[config.mk]
export PLATFORM = sky130hd
export DESIGN_NAME = windowed_lag_pacing_controller_unit
export DESIGN_NICKNAME = d
export VERILOG_FILES = /design/src/hdl/wlpc_pkg.sv /design/src/hdl/windowed_lag_pacing_controller_unit.sv
export SDC_FILE = /design/constraint.sdc
export NUM_CORES = 2
export LEC_CHECK = 0
export ABC_AREA = 1
export BUFFER_PORTS_ARGS = -buffer_cell sky130_fd_sc_hd__buf_2
export CORE_MARGIN = 2
export CORE_UTILIZATION = 35
export DETAILED_ROUTE_END_ITERATION = 8
export PLACE_DENSITY = 0.54
export SLEW_MARGIN = 10
export SYNTH_ARGS = -nofsm -noshare
export SYNTH_HDL_FRONTEND = slang
export SYNTH_SLANG_ARGS = --single-unit
[constraint.sdc]
create_clock -name clk -period 11.65 [get_ports clk]
set_input_delay 1.165 -clock clk [delete_from_list [all_inputs] [get_ports clk]]
set_output_delay 1.165 -clock clk [all_outputs]
set_load 0.03 [all_outputs]
[src/hdl/wlpc_pkg.sv]
`default_nettype none

package wlpc_pkg;

    localparam int WINDOW = 30;

    localparam int LAG_W   = 8;
    localparam int WAIT_W  = 16;
    localparam int SPEED_W = 11;
    localparam int TIME_W  = 8;
    localparam int DIFF_W  = SPEED_W + 1;
    localparam int ENTRY_W = LAG_W + 1 + WAIT_W;

    localparam int SLOT_W     = (WINDOW > 1) ? $clog2(WINDOW) : 1;
    localparam int FILL_W     = $clog2(WINDOW + 1);
    localparam int LAG_SUM_W  = $clog2(255 * WINDOW + 1);
    localparam int SKIP_SUM_W = FILL_W;
    localparam int WAIT_SUM_W = $clog2(32768 * WINDOW) + 1;
    localparam int L10_W      = LAG_SUM_W + 4;
    localparam int SKIP5_W    = SKIP_SUM_W + 3;
    localparam int D_W        = $clog2(88 * WINDOW + 1);
    localparam int NUM_W      = $clog2(2047 * 88 * WINDOW + 1);
    localparam int PROD_W     = NUM_W + 2;
    localparam int DIVD_W     = NUM_W + 2;
    localparam int CNT_W      = $clog2(SPEED_W);

    localparam int PADDR_W = 3;
    localparam int PDATA_W = 32;

    localparam logic REG_LIGHT = 1'b0;
    localparam logic REG_HEAVY = 1'b1;

    localparam logic [SPEED_W-1:0] LIGHT_RESET = SPEED_W'(900);
    localparam logic [SPEED_W-1:0] HEAVY_RESET = SPEED_W'(500);
    localparam logic [SPEED_W-1:0] SPEED_SKIP  = SPEED_W'(1100);
    localparam logic [SPEED_W-1:0] SPEED_NORM  = SPEED_W'(1000);
    localparam logic [TIME_W-1:0]  TIME_SKIP   = TIME_W'(110);
    localparam logic [TIME_W-1:0]  TIME_NORM   = TIME_W'(100);

    typedef enum logic [6:0] {
        S_IDLE = 7'b0000001,
        S_READ = 7'b0000010,
        S_PREP = 7'b0000100,
        S_PROD = 7'b0001000,
        S_SUM  = 7'b0010000,
        S_DIV  = 7'b0100000,
        S_OUT  = 7'b1000000
    } state_t;

endpackage

`default_nettype wire

[src/hdl/windowed_lag_pacing_controller_unit.sv]
// Channel | Handshake            | Payload
// input   | in_valid / in_stall  | lag_count, skipped, wait_amount
// output  | out_valid / out_stall| quantum_time_ms, speed_milli
// config  | APB write/read       | light_lag_speed (0x0), heavy_lag_speed (0x4)
//
// One beat in gives one beat out; the divide is skipped when the mean lag is low or the wait
// sum is positive.
// Otherwise the shared restoring divider runs: 11 steps for speed, 8 for time.
// One history read and one write-back per beat on the single-port ring memory.
// Reset clears sums and counts; ring entries are only used after being written.
// A new beat is taken while the previous result still waits on out_stall.
`default_nettype none

module windowed_lag_pacing_controller_unit (
    input  wire logic                                 clk,
    input  wire logic                                 rst_n,
    input  wire logic                                 in_valid,
    output logic                                      in_stall,
    input  wire logic [wlpc_pkg::LAG_W-1:0]           lag_count,
    input  wire logic                                 skipped,
    input  wire logic signed [wlpc_pkg::WAIT_W-1:0]   wait_amount,
    output logic                                      out_valid,
    input  wire logic                                 out_stall,
    output logic [wlpc_pkg::TIME_W-1:0]               quantum_time_ms,
    output logic [wlpc_pkg::SPEED_W-1:0]              speed_milli,
    input  wire logic                                 psel,
    input  wire logic                                 penable,
    input  wire logic                                 pwrite,
    input  wire logic [wlpc_pkg::PADDR_W-1:0]         paddr,
    input  wire logic [wlpc_pkg::PDATA_W-1:0]         pwdata,
    output logic [wlpc_pkg::PDATA_W-1:0]              prdata,
    output logic                                      pready
);

    localparam int LAG_W      = wlpc_pkg::LAG_W;
    localparam int WAIT_W     = wlpc_pkg::WAIT_W;
    localparam int SPEED_W    = wlpc_pkg::SPEED_W;
    localparam int TIME_W     = wlpc_pkg::TIME_W;
    localparam int DIFF_W     = wlpc_pkg::DIFF_W;
    localparam int ENTRY_W    = wlpc_pkg::ENTRY_W;
    localparam int SLOT_W     = wlpc_pkg::SLOT_W;
    localparam int FILL_W     = wlpc_pkg::FILL_W;
    localparam int LAG_SUM_W  = wlpc_pkg::LAG_SUM_W;
    localparam int SKIP_SUM_W = wlpc_pkg::SKIP_SUM_W;
    localparam int WAIT_SUM_W = wlpc_pkg::WAIT_SUM_W;
    localparam int L10_W      = wlpc_pkg::L10_W;
    localparam int SKIP5_W    = wlpc_pkg::SKIP5_W;
    localparam int D_W        = wlpc_pkg::D_W;
    localparam int NUM_W      = wlpc_pkg::NUM_W;
    localparam int PROD_W     = wlpc_pkg::PROD_W;
    localparam int DIVD_W     = wlpc_pkg::DIVD_W;
    localparam int CNT_W      = wlpc_pkg::CNT_W;
    localparam int PDATA_W    = wlpc_pkg::PDATA_W;
    localparam int PADDR_W    = wlpc_pkg::PADDR_W;
    localparam int WINDOW     = wlpc_pkg::WINDOW;

    wlpc_pkg::state_t state_reg, state_next;

    logic [LAG_W-1:0]             lag_in_reg, lag_in_next;
    logic                         skip_in_reg, skip_in_next;
    logic signed [WAIT_W-1:0]     wait_in_reg, wait_in_next;

    logic [FILL_W-1:0]            fill_reg, fill_next;
    logic [SLOT_W-1:0]            slot_reg, slot_next;
    logic [LAG_SUM_W-1:0]         lag_sum_reg, lag_sum_next;
    logic [SKIP_SUM_W-1:0]        skip_sum_reg, skip_sum_next;
    logic signed [WAIT_SUM_W-1:0] wait_sum_reg, wait_sum_next;

    logic [SPEED_W-1:0]           light_reg, light_next;
    logic [SPEED_W-1:0]           heavy_reg, heavy_next;

    logic [D_W-1:0]               d_reg, d_next;
    logic [D_W-1:0]               k_reg, k_next;
    logic [NUM_W-1:0]             prod_a_reg, prod_a_next;
    logic signed [PROD_W-1:0]     prod_b_reg, prod_b_next;
    logic [NUM_W-1:0]             num_reg, num_next;
    logic [DIVD_W-1:0]            rem_reg, rem_next;
    logic [DIVD_W-1:0]            den_reg, den_next;
    logic [SPEED_W-1:0]           quo_reg, quo_next;
    logic [CNT_W-1:0]             cnt_reg, cnt_next;
    logic                         phase_reg, phase_next;
    logic [SPEED_W-1:0]           speed_reg, speed_next;
    logic [TIME_W-1:0]            time_reg, time_next;

    logic                         out_valid_reg, out_valid_next;
    logic [TIME_W-1:0]            out_time_reg, out_time_next;
    logic [SPEED_W-1:0]           out_speed_reg, out_speed_next;

    logic [ENTRY_W-1:0]           ring_mem [WINDOW];
    logic [ENTRY_W-1:0]           rd_data_reg;
    logic                         mem_we;
    logic                         mem_re;

    logic                         in_accept;
    logic                         cfg_write;
    logic                         full;
    logic [LAG_W-1:0]             old_lag;
    logic                         old_skip;
    logic signed [WAIT_W-1:0]     old_wait;

    logic [L10_W-1:0]             l10;
    logic [L10_W-1:0]             n12;
    logic [L10_W-1:0]             n100;
    logic [L10_W-1:0]             t_val;
    logic [SKIP5_W-1:0]           skip5;
    logic                         low_lag;
    logic                         heavy_case;
    logic                         pos_wait;
    logic                         many_skips;

    logic signed [DIFF_W-1:0]     diff;
    logic signed [PROD_W-1:0]     diff_ext;
    logic signed [PROD_W-1:0]     k_ext;
    logic signed [PROD_W-1:0]     num_sum;

    logic [DIVD_W-1:0]            rem_sub;
    logic                         rem_ge;
    logic [SPEED_W-1:0]           quo_shift;

    assign in_accept = in_valid && !in_stall;
    assign in_stall  = (state_reg != wlpc_pkg::S_IDLE);
    assign cfg_write = psel && penable && pwrite && pready;
    assign pready    = 1'b1;

    assign out_valid       = out_valid_reg;
    assign quantum_time_ms = out_time_reg;
    assign speed_milli     = out_speed_reg;

    always_comb
    begin
        case (paddr[PADDR_W-1])
            wlpc_pkg::REG_LIGHT: prdata = PDATA_W'(light_reg);
            wlpc_pkg::REG_HEAVY: prdata = PDATA_W'(heavy_reg);
            default:             prdata = '0;
        endcase
    end

    assign mem_re = in_accept;
    assign mem_we = (state_reg == wlpc_pkg::S_READ);

    always_ff @(posedge clk)
    begin
        if (mem_we)
        begin
            ring_mem[slot_reg] <= {lag_in_reg, skip_in_reg, wait_in_reg};
        end
        if (mem_re)
        begin
            rd_data_reg <= ring_mem[slot_reg];
        end
    end

    assign full     = (fill_reg == FILL_W'(WINDOW));
    assign old_lag  = rd_data_reg[ENTRY_W-1 -: LAG_W];
    assign old_skip = rd_data_reg[WAIT_W];
    assign old_wait = rd_data_reg[WAIT_W-1:0];

    assign l10        = (L10_W'(lag_sum_reg) << 3) + (L10_W'(lag_sum_reg) << 1);
    assign n12        = L10_W'(fill_reg) * L10_W'(12);
    assign n100       = L10_W'(fill_reg) * L10_W'(100);
    assign t_val      = l10 - n12;
    assign skip5      = SKIP5_W'(skip_sum_reg) * SKIP5_W'(5);
    assign low_lag    = (l10 < n12);
    assign heavy_case = (l10 >= n100);
    assign pos_wait   = (wait_sum_reg > 0);
    assign many_skips = (skip5 > SKIP5_W'(fill_reg));

    assign diff     = $signed({1'b0, heavy_reg}) - $signed({1'b0, light_reg});
    assign diff_ext = {{(PROD_W-DIFF_W){diff[DIFF_W-1]}}, diff};
    assign k_ext    = $signed(PROD_W'(k_reg));
    assign num_sum  = $signed(PROD_W'(prod_a_reg)) + prod_b_reg;

    assign rem_ge    = (rem_reg >= den_reg);
    assign rem_sub   = rem_ge ? (rem_reg - den_reg) : rem_reg;
    assign quo_shift = {quo_reg[SPEED_W-2:0], rem_ge};

    always_comb
    begin
        state_next     = state_reg;
        lag_in_next    = lag_in_reg;
        skip_in_next   = skip_in_reg;
        wait_in_next   = wait_in_reg;
        fill_next      = fill_reg;
        slot_next      = slot_reg;
        lag_sum_next   = lag_sum_reg;
        skip_sum_next  = skip_sum_reg;
        wait_sum_next  = wait_sum_reg;
        light_next     = light_reg;
        heavy_next     = heavy_reg;
        d_next         = d_reg;
        k_next         = k_reg;
        prod_a_next    = prod_a_reg;
        prod_b_next    = prod_b_reg;
        num_next       = num_reg;
        rem_next       = rem_reg;
        den_next       = den_reg;
        quo_next       = quo_reg;
        cnt_next       = cnt_reg;
        phase_next     = phase_reg;
        speed_next     = speed_reg;
        time_next      = time_reg;
        out_valid_next = out_valid_reg && out_stall;
        out_time_next  = out_time_reg;
        out_speed_next = out_speed_reg;

        if (cfg_write)
        begin
            case (paddr[PADDR_W-1])
                wlpc_pkg::REG_LIGHT: light_next = pwdata[SPEED_W-1:0];
                wlpc_pkg::REG_HEAVY: heavy_next = pwdata[SPEED_W-1:0];
                default:             light_next = light_reg;
            endcase
        end

        case (state_reg)
            wlpc_pkg::S_IDLE:
            begin
                if (in_valid)
                begin
                    lag_in_next  = lag_count;
                    skip_in_next = skipped;
                    wait_in_next = wait_amount;
                    state_next   = wlpc_pkg::S_READ;
                end
            end
            wlpc_pkg::S_READ:
            begin
                if (full)
                begin
                    lag_sum_next  = lag_sum_reg - LAG_SUM_W'(old_lag) + LAG_SUM_W'(lag_in_reg);
                    skip_sum_next = skip_sum_reg - SKIP_SUM_W'(old_skip)
                                  + SKIP_SUM_W'(skip_in_reg);
                    wait_sum_next = wait_sum_reg - WAIT_SUM_W'(old_wait)
                                  + WAIT_SUM_W'(wait_in_reg);
                end
                else
                begin
                    fill_next     = fill_reg + 1'b1;
                    lag_sum_next  = lag_sum_reg + LAG_SUM_W'(lag_in_reg);
                    skip_sum_next = skip_sum_reg + SKIP_SUM_W'(skip_in_reg);
                    wait_sum_next = wait_sum_reg + WAIT_SUM_W'(wait_in_reg);
                end
                slot_next  = (slot_reg == SLOT_W'(WINDOW - 1)) ? '0 : slot_reg + 1'b1;
                state_next = wlpc_pkg::S_PREP;
            end
            wlpc_pkg::S_PREP:
            begin
                d_next = D_W'(fill_reg) * D_W'(88);
                k_next = heavy_case ? D_W'(D_W'(fill_reg) * D_W'(88)) : t_val[D_W-1:0];
                if (low_lag || pos_wait)
                begin
                    speed_next = many_skips ? wlpc_pkg::SPEED_SKIP : wlpc_pkg::SPEED_NORM;
                    time_next  = many_skips ? wlpc_pkg::TIME_SKIP : wlpc_pkg::TIME_NORM;
                    state_next = wlpc_pkg::S_OUT;
                end
                else
                begin
                    state_next = wlpc_pkg::S_PROD;
                end
            end
            wlpc_pkg::S_PROD:
            begin
                prod_a_next = NUM_W'(light_reg) * NUM_W'(d_reg);
                prod_b_next = diff_ext * k_ext;
                state_next  = wlpc_pkg::S_SUM;
            end
            wlpc_pkg::S_SUM:
            begin
                num_next   = num_sum[NUM_W-1:0];
                rem_next   = (DIVD_W'(num_sum[NUM_W-1:0]) << 1) + DIVD_W'(d_reg);
                den_next   = DIVD_W'(d_reg) << SPEED_W;
                quo_next   = '0;
                cnt_next   = CNT_W'(SPEED_W - 1);
                phase_next = 1'b0;
                state_next = wlpc_pkg::S_DIV;
            end
            wlpc_pkg::S_DIV:
            begin
                rem_next = rem_sub;
                den_next = den_reg >> 1;
                quo_next = quo_shift;
                cnt_next = cnt_reg - 1'b1;
                if (cnt_reg == '0)
                begin
                    if (!phase_reg)
                    begin
                        speed_next = quo_shift;
                        rem_next   = (DIVD_W'(num_reg) << 1)
                                   + DIVD_W'(d_reg) * DIVD_W'(10);
                        den_next   = (DIVD_W'(d_reg) * DIVD_W'(20)) << (TIME_W - 1);
                        quo_next   = '0;
                        cnt_next   = CNT_W'(TIME_W - 1);
                        phase_next = 1'b1;
                    end
                    else
                    begin
                        time_next  = quo_shift[TIME_W-1:0];
                        state_next = wlpc_pkg::S_OUT;
                    end
                end
            end
            wlpc_pkg::S_OUT:
            begin
                if (!out_valid_reg || !out_stall)
                begin
                    out_valid_next = 1'b1;
                    out_time_next  = time_reg;
                    out_speed_next = speed_reg;
                    state_next     = wlpc_pkg::S_IDLE;
                end
            end
            default:
            begin
                state_next = wlpc_pkg::S_IDLE;
            end
        endcase
    end

    always_ff @(posedge clk or negedge rst_n)
    begin
        if (!rst_n)
        begin
            state_reg     <= wlpc_pkg::S_IDLE;
            fill_reg      <= '0;
            slot_reg      <= '0;
            lag_sum_reg   <= '0;
            skip_sum_reg  <= '0;
            wait_sum_reg  <= '0;
            light_reg     <= wlpc_pkg::LIGHT_RESET;
            heavy_reg     <= wlpc_pkg::HEAVY_RESET;
            phase_reg     <= 1'b0;
            cnt_reg       <= '0;
            out_valid_reg <= 1'b0;
        end
        else
        begin
            state_reg     <= state_next;
            fill_reg      <= fill_next;
            slot_reg      <= slot_next;
            lag_sum_reg   <= lag_sum_next;
            skip_sum_reg  <= skip_sum_next;
            wait_sum_reg  <= wait_sum_next;
            light_reg     <= light_next;
            heavy_reg     <= heavy_next;
            phase_reg     <= phase_next;
            cnt_reg       <= cnt_next;
            out_valid_reg <= out_valid_next;
        end
    end

    always_ff @(posedge clk)
    begin
        lag_in_reg    <= lag_in_next;
        skip_in_reg   <= skip_in_next;
        wait_in_reg   <= wait_in_next;
        d_reg         <= d_next;
        k_reg         <= k_next;
        prod_a_reg    <= prod_a_next;
        prod_b_reg    <= prod_b_next;
        num_reg       <= num_next;
        rem_reg       <= rem_next;
        den_reg       <= den_next;
        quo_reg       <= quo_next;
        speed_reg     <= speed_next;
        time_reg      <= time_next;
        out_time_reg  <= out_time_next;
        out_speed_reg <= out_speed_next;
    end

    // one beat in flight at a time
    a_accept_blocks: assert property (@(posedge clk) disable iff (!rst_n)
        in_accept |=> in_stall)
        else $error("input taken while a beat is in flight");

    a_fill_bound: assert property (@(posedge clk) disable iff (!rst_n)
        fill_reg <= FILL_W'(WINDOW))
        else $error("fill count beyond window");

    a_k_bound: assert property (@(posedge clk) disable iff (!rst_n)
        (state_reg == wlpc_pkg::S_PROD) |-> (k_reg <= d_reg))
        else $error("lag offset beyond span");

    a_fill_step: assert property (@(posedge clk) disable iff (!rst_n)
        (state_reg == wlpc_pkg::S_READ) |=> (fill_reg != '0))
        else $error("window empty after a beat was stored");

endmodule

`default_nettype wire

==> impl_results.md <==
* Unrepaired setup endpoints after global routing: no
* Met1 GRT Util at about 26%
* Seq cells post-synth at 1,065
* Crit path capture: prod_b_reg[20]$_DFFE_PP_
* Count of buffers from port buffering at 75
* Share of layout cells above drive strength 1 at between 6 and 7%
* Final Hold Vio Count at 0
* Area Overhead vs Synth at 11.5%
* Chip height at about 420 um
* FP Rows at about 150
* Fin crit period at 6.95 ns
* DRT antenna net count at 0
* Top cell type's share of synthesized area at around half
* Nets at 6,730
* Grt ovf at 0
* Worst slew pin tran at approximately 1.3 ns
* Met2 Use GR at 33.5%
* Max FFs per register at 750
* Crit path DAT at between 7 and 8 ns
* Root Buffer: clkbuf_16
* Clock Latency Late Sink at approximately 0.77 ns
* Post-synth EDFFs at slightly below 1,000
* Initial antenna violation count at 2
* Die ar. at between 150,000 and 200,000 um^2
* Dominant cell type by area after synthesis: edfxtp_1
* Die Span X at about 420 um
* Met3 usage at under 10%
* Post-route DRC at 0
* Post-synthesis cell count at 6,047
* CP required at ~12 ns
* Async SR Flop Fraction at under 10%
* Fin Setup TNS at 0 ns
* Global-route wire length before repair at about 260 mm
* Sequential-to-total area share from yosys stat at roughly 52%
* Detailed Place HPWL at 114 mm
* Slew Viols, Final at 0
* CTS tree: built
* Post_cts resized at 0
* DRT iter0 DRCs at between 3,000 and 4,000
* Largest net degree at the start of global routing at 141
* Setup crit start kind: flip-flop
* CTS Buf Count at approximately 110
* Worst Setup Path Type: flip-flop to flip-flop
* Critical Path Start: light_reg[2]$_DFFE_PN1P_
* Max Fclk at between 0.1 and 0.15 GHz
* WL final at between 150 and 200 mm
* Global-route usage over all layers at between 10% and 20%
* Via count at around 43,000
* Clock Path Buffers at 3
* Tcrit/Tclk final at approximately 60%
* Cts hold-fix bufs at 0
* CP endpoint kind: flip-flop
* Post-Syn Area at between 60,000 and 70,000 um^2
* R2R Setup Slk at between 4 and 5 ns
* GP Congestion at slightly below 0.9
* Crit path max fanout at 11
* Status: complete, no violations
* Initial Util at 35.2%
* Unique masters post-synth at 58
* Io pins at 121
* CORE AREA at 171,000 um^2
* CTS clk-pin slew, worst paths at about 0.06 ns
* WL/cell at around 20 um
* Worst R2R End: prod_b_reg[20]$_DFFE_PP_
* TritonCTS Sinks at around 1,100
* Setup Skew at about 0.065 ns
* Synth top area cells: edfxtp_1 49%, ha_1 7.1%, fa_1 6.7%
* Vias in the first global route at around 42,000
* Post-synth top flop: edfxtp_1
* Number of H-tree levels at 3
* Final setup viols at 0
* TritonRoute pass-1 iters at 6
* Reg2Reg Depth at 24
* R2R Path Start: light_reg[2]$_DFFE_PN1P_
* # diodes at 0
* Synth warn at 0
* Syn Area/Cell at ~10 um^2
* Slew margin rel. at 14.8%
* GR peak layer: met2
* Setup repair bufs after CTS at 0
* Via/cell ratio at approximately 5.1
* Hold Path Class: input pin to asynchronous set/reset pin
* Max Cap Viol at 0
cell usage in the layout (no fill, tap or decap), types with 24 or more instances in the layout:
cell and instances:
nand4_1 74, edfxtp_1 981, clkbuf_1 24, clkinv_1 24, a21oi_1 275, inv_1 752, nor2_1 633, o22ai_1 185
xor2_1 84, clkbuf_16 114, nand3_1 228, nor2_4 35, fa_1 202, xnor2_1 40, a31oi_1 25, nand2_1 1074
buf_4 91, a221oi_1 28, ha_1 341, o21ai_0 542, dfrtp_1 71, buf_2 74
stage by stage:
step / util [%] / instances / cell area (um^2) / hold slack [ns] / worst slack [ns]
after detailed placement: 37.1 / 8237 / 63500 / 0.405 / 4.69
after CTS: 39.2 / 8447 / 67100 / 0.364 / 4.64
after global placement: 37.1 / 8237 / 63500 / 0.405 / 4.75
final: 39.2 / 8447 / 67100 / 0.414 / 4.70
after floorplan: - / 6067 / 60300 / 0.400 / 5.69
after global routing: 39.2 / 8447 / 67100 / 0.394 / 4.16
worst min-delay path by stage:
stage	startpoint	to	cells past startpoint
global placement	time_reg[0]$_SDFFCE_PN0P_	quantum_time_ms[0]$_DFFE_PP_	0
detailed placement	time_reg[3]$_DFFE_PP_	quantum_time_ms[3]$_DFFE_PP_	0
finish	rst_n	light_reg[6]$_DFFE_PN0P_	1
CTS	rst_n	light_reg[6]$_DFFE_PN0P_	1
global route	rst_n	slot_reg[2]$_DFFE_PN0P_	1
floorplan	time_reg[0]$_SDFFCE_PN0P_	quantum_time_ms[0]$_DFFE_PP_	0
cell type report:
cell class,instances,area [um^2]
Clock buffer,141,2980
Clock inverter,69,667
Fill cell,16900,104000
Inverter,762,2870
Multi-Input combinational cell,4010,25100
Sequential cell,1065,31600
Tap cell,2233,2790
Timing Repair Buffer,167,1090
worst max-delay path, cell delays in order (launching register included):
cell and delay, ns:
dfstp_2 0.66, inv_1 0.09, ha_1 0.36, nand2_1 0.08, nor2_1 0.04, a211oi_1 0.43
o21ai_1 0.20, a21oi_1 0.48, inv_1 0.33, nor2_1 0.19, fa_1 0.44, inv_1 0.08
fa_1 0.43, fa_1 0.50, inv_1 0.05, fa_1 0.48, inv_1 0.05, fa_1 0.52
inv_1 0.06, ha_1 0.33, a21oi_1 0.20, o21ai_0 0.12, a221oi_1 0.27, o21ai_0 0.15
xor2_1 0.16
routing by layer:
| layer | vias up | routed length, um |
|---|---|---|
| li1 | 20800 | - |
| met1 | 21300 | 74600 |
| met2 | 1023 | 84700 |
| met3 | 238 | 7500 |
| met4 | 0 | 5020 |
| met5 | - | 0 |
cell usage after synthesis, types with 21 or more instances:
master	n
nand3_1	229
xor2_1	84
nand2_1	1076
a221oi_1	28
dfrtp_1	73
nand4_1	74
fa_1	202
inv_1	755
clkbuf_1	171
o21bai_1	21
o21ai_0	542
o22ai_1	185
a31oi_1	25
buf_4	22
nor3_1	25
ha_1	341
xnor2_1	40
edfxtp_1	981
buf_2	23
nor2_1	669
a21oi_1	276
cells by family (layout without fill, tap and decap cells):
logic type / count (synthesis) / count (layout) / share of synthesized area (%)
buffers and inverters: 992 / 1139 / 6.39
other: 2 / 22 / 0.0125
AND/OR/NAND/NOR: 2145 / 2145 / 14.6
adder cells (fa/ha/maj): 543 / 543 / 13.8
AO/OA/AOI/OAI: 1175 / 1175 / 10.9
XOR/XNOR: 125 / 125 / 1.83
flip-flops: 1065 / 1065 / 52.5
Power is left out: the tool's default activity adds up to more than one toggle a clock period on the data nets, which glitch-free logic cannot reach.
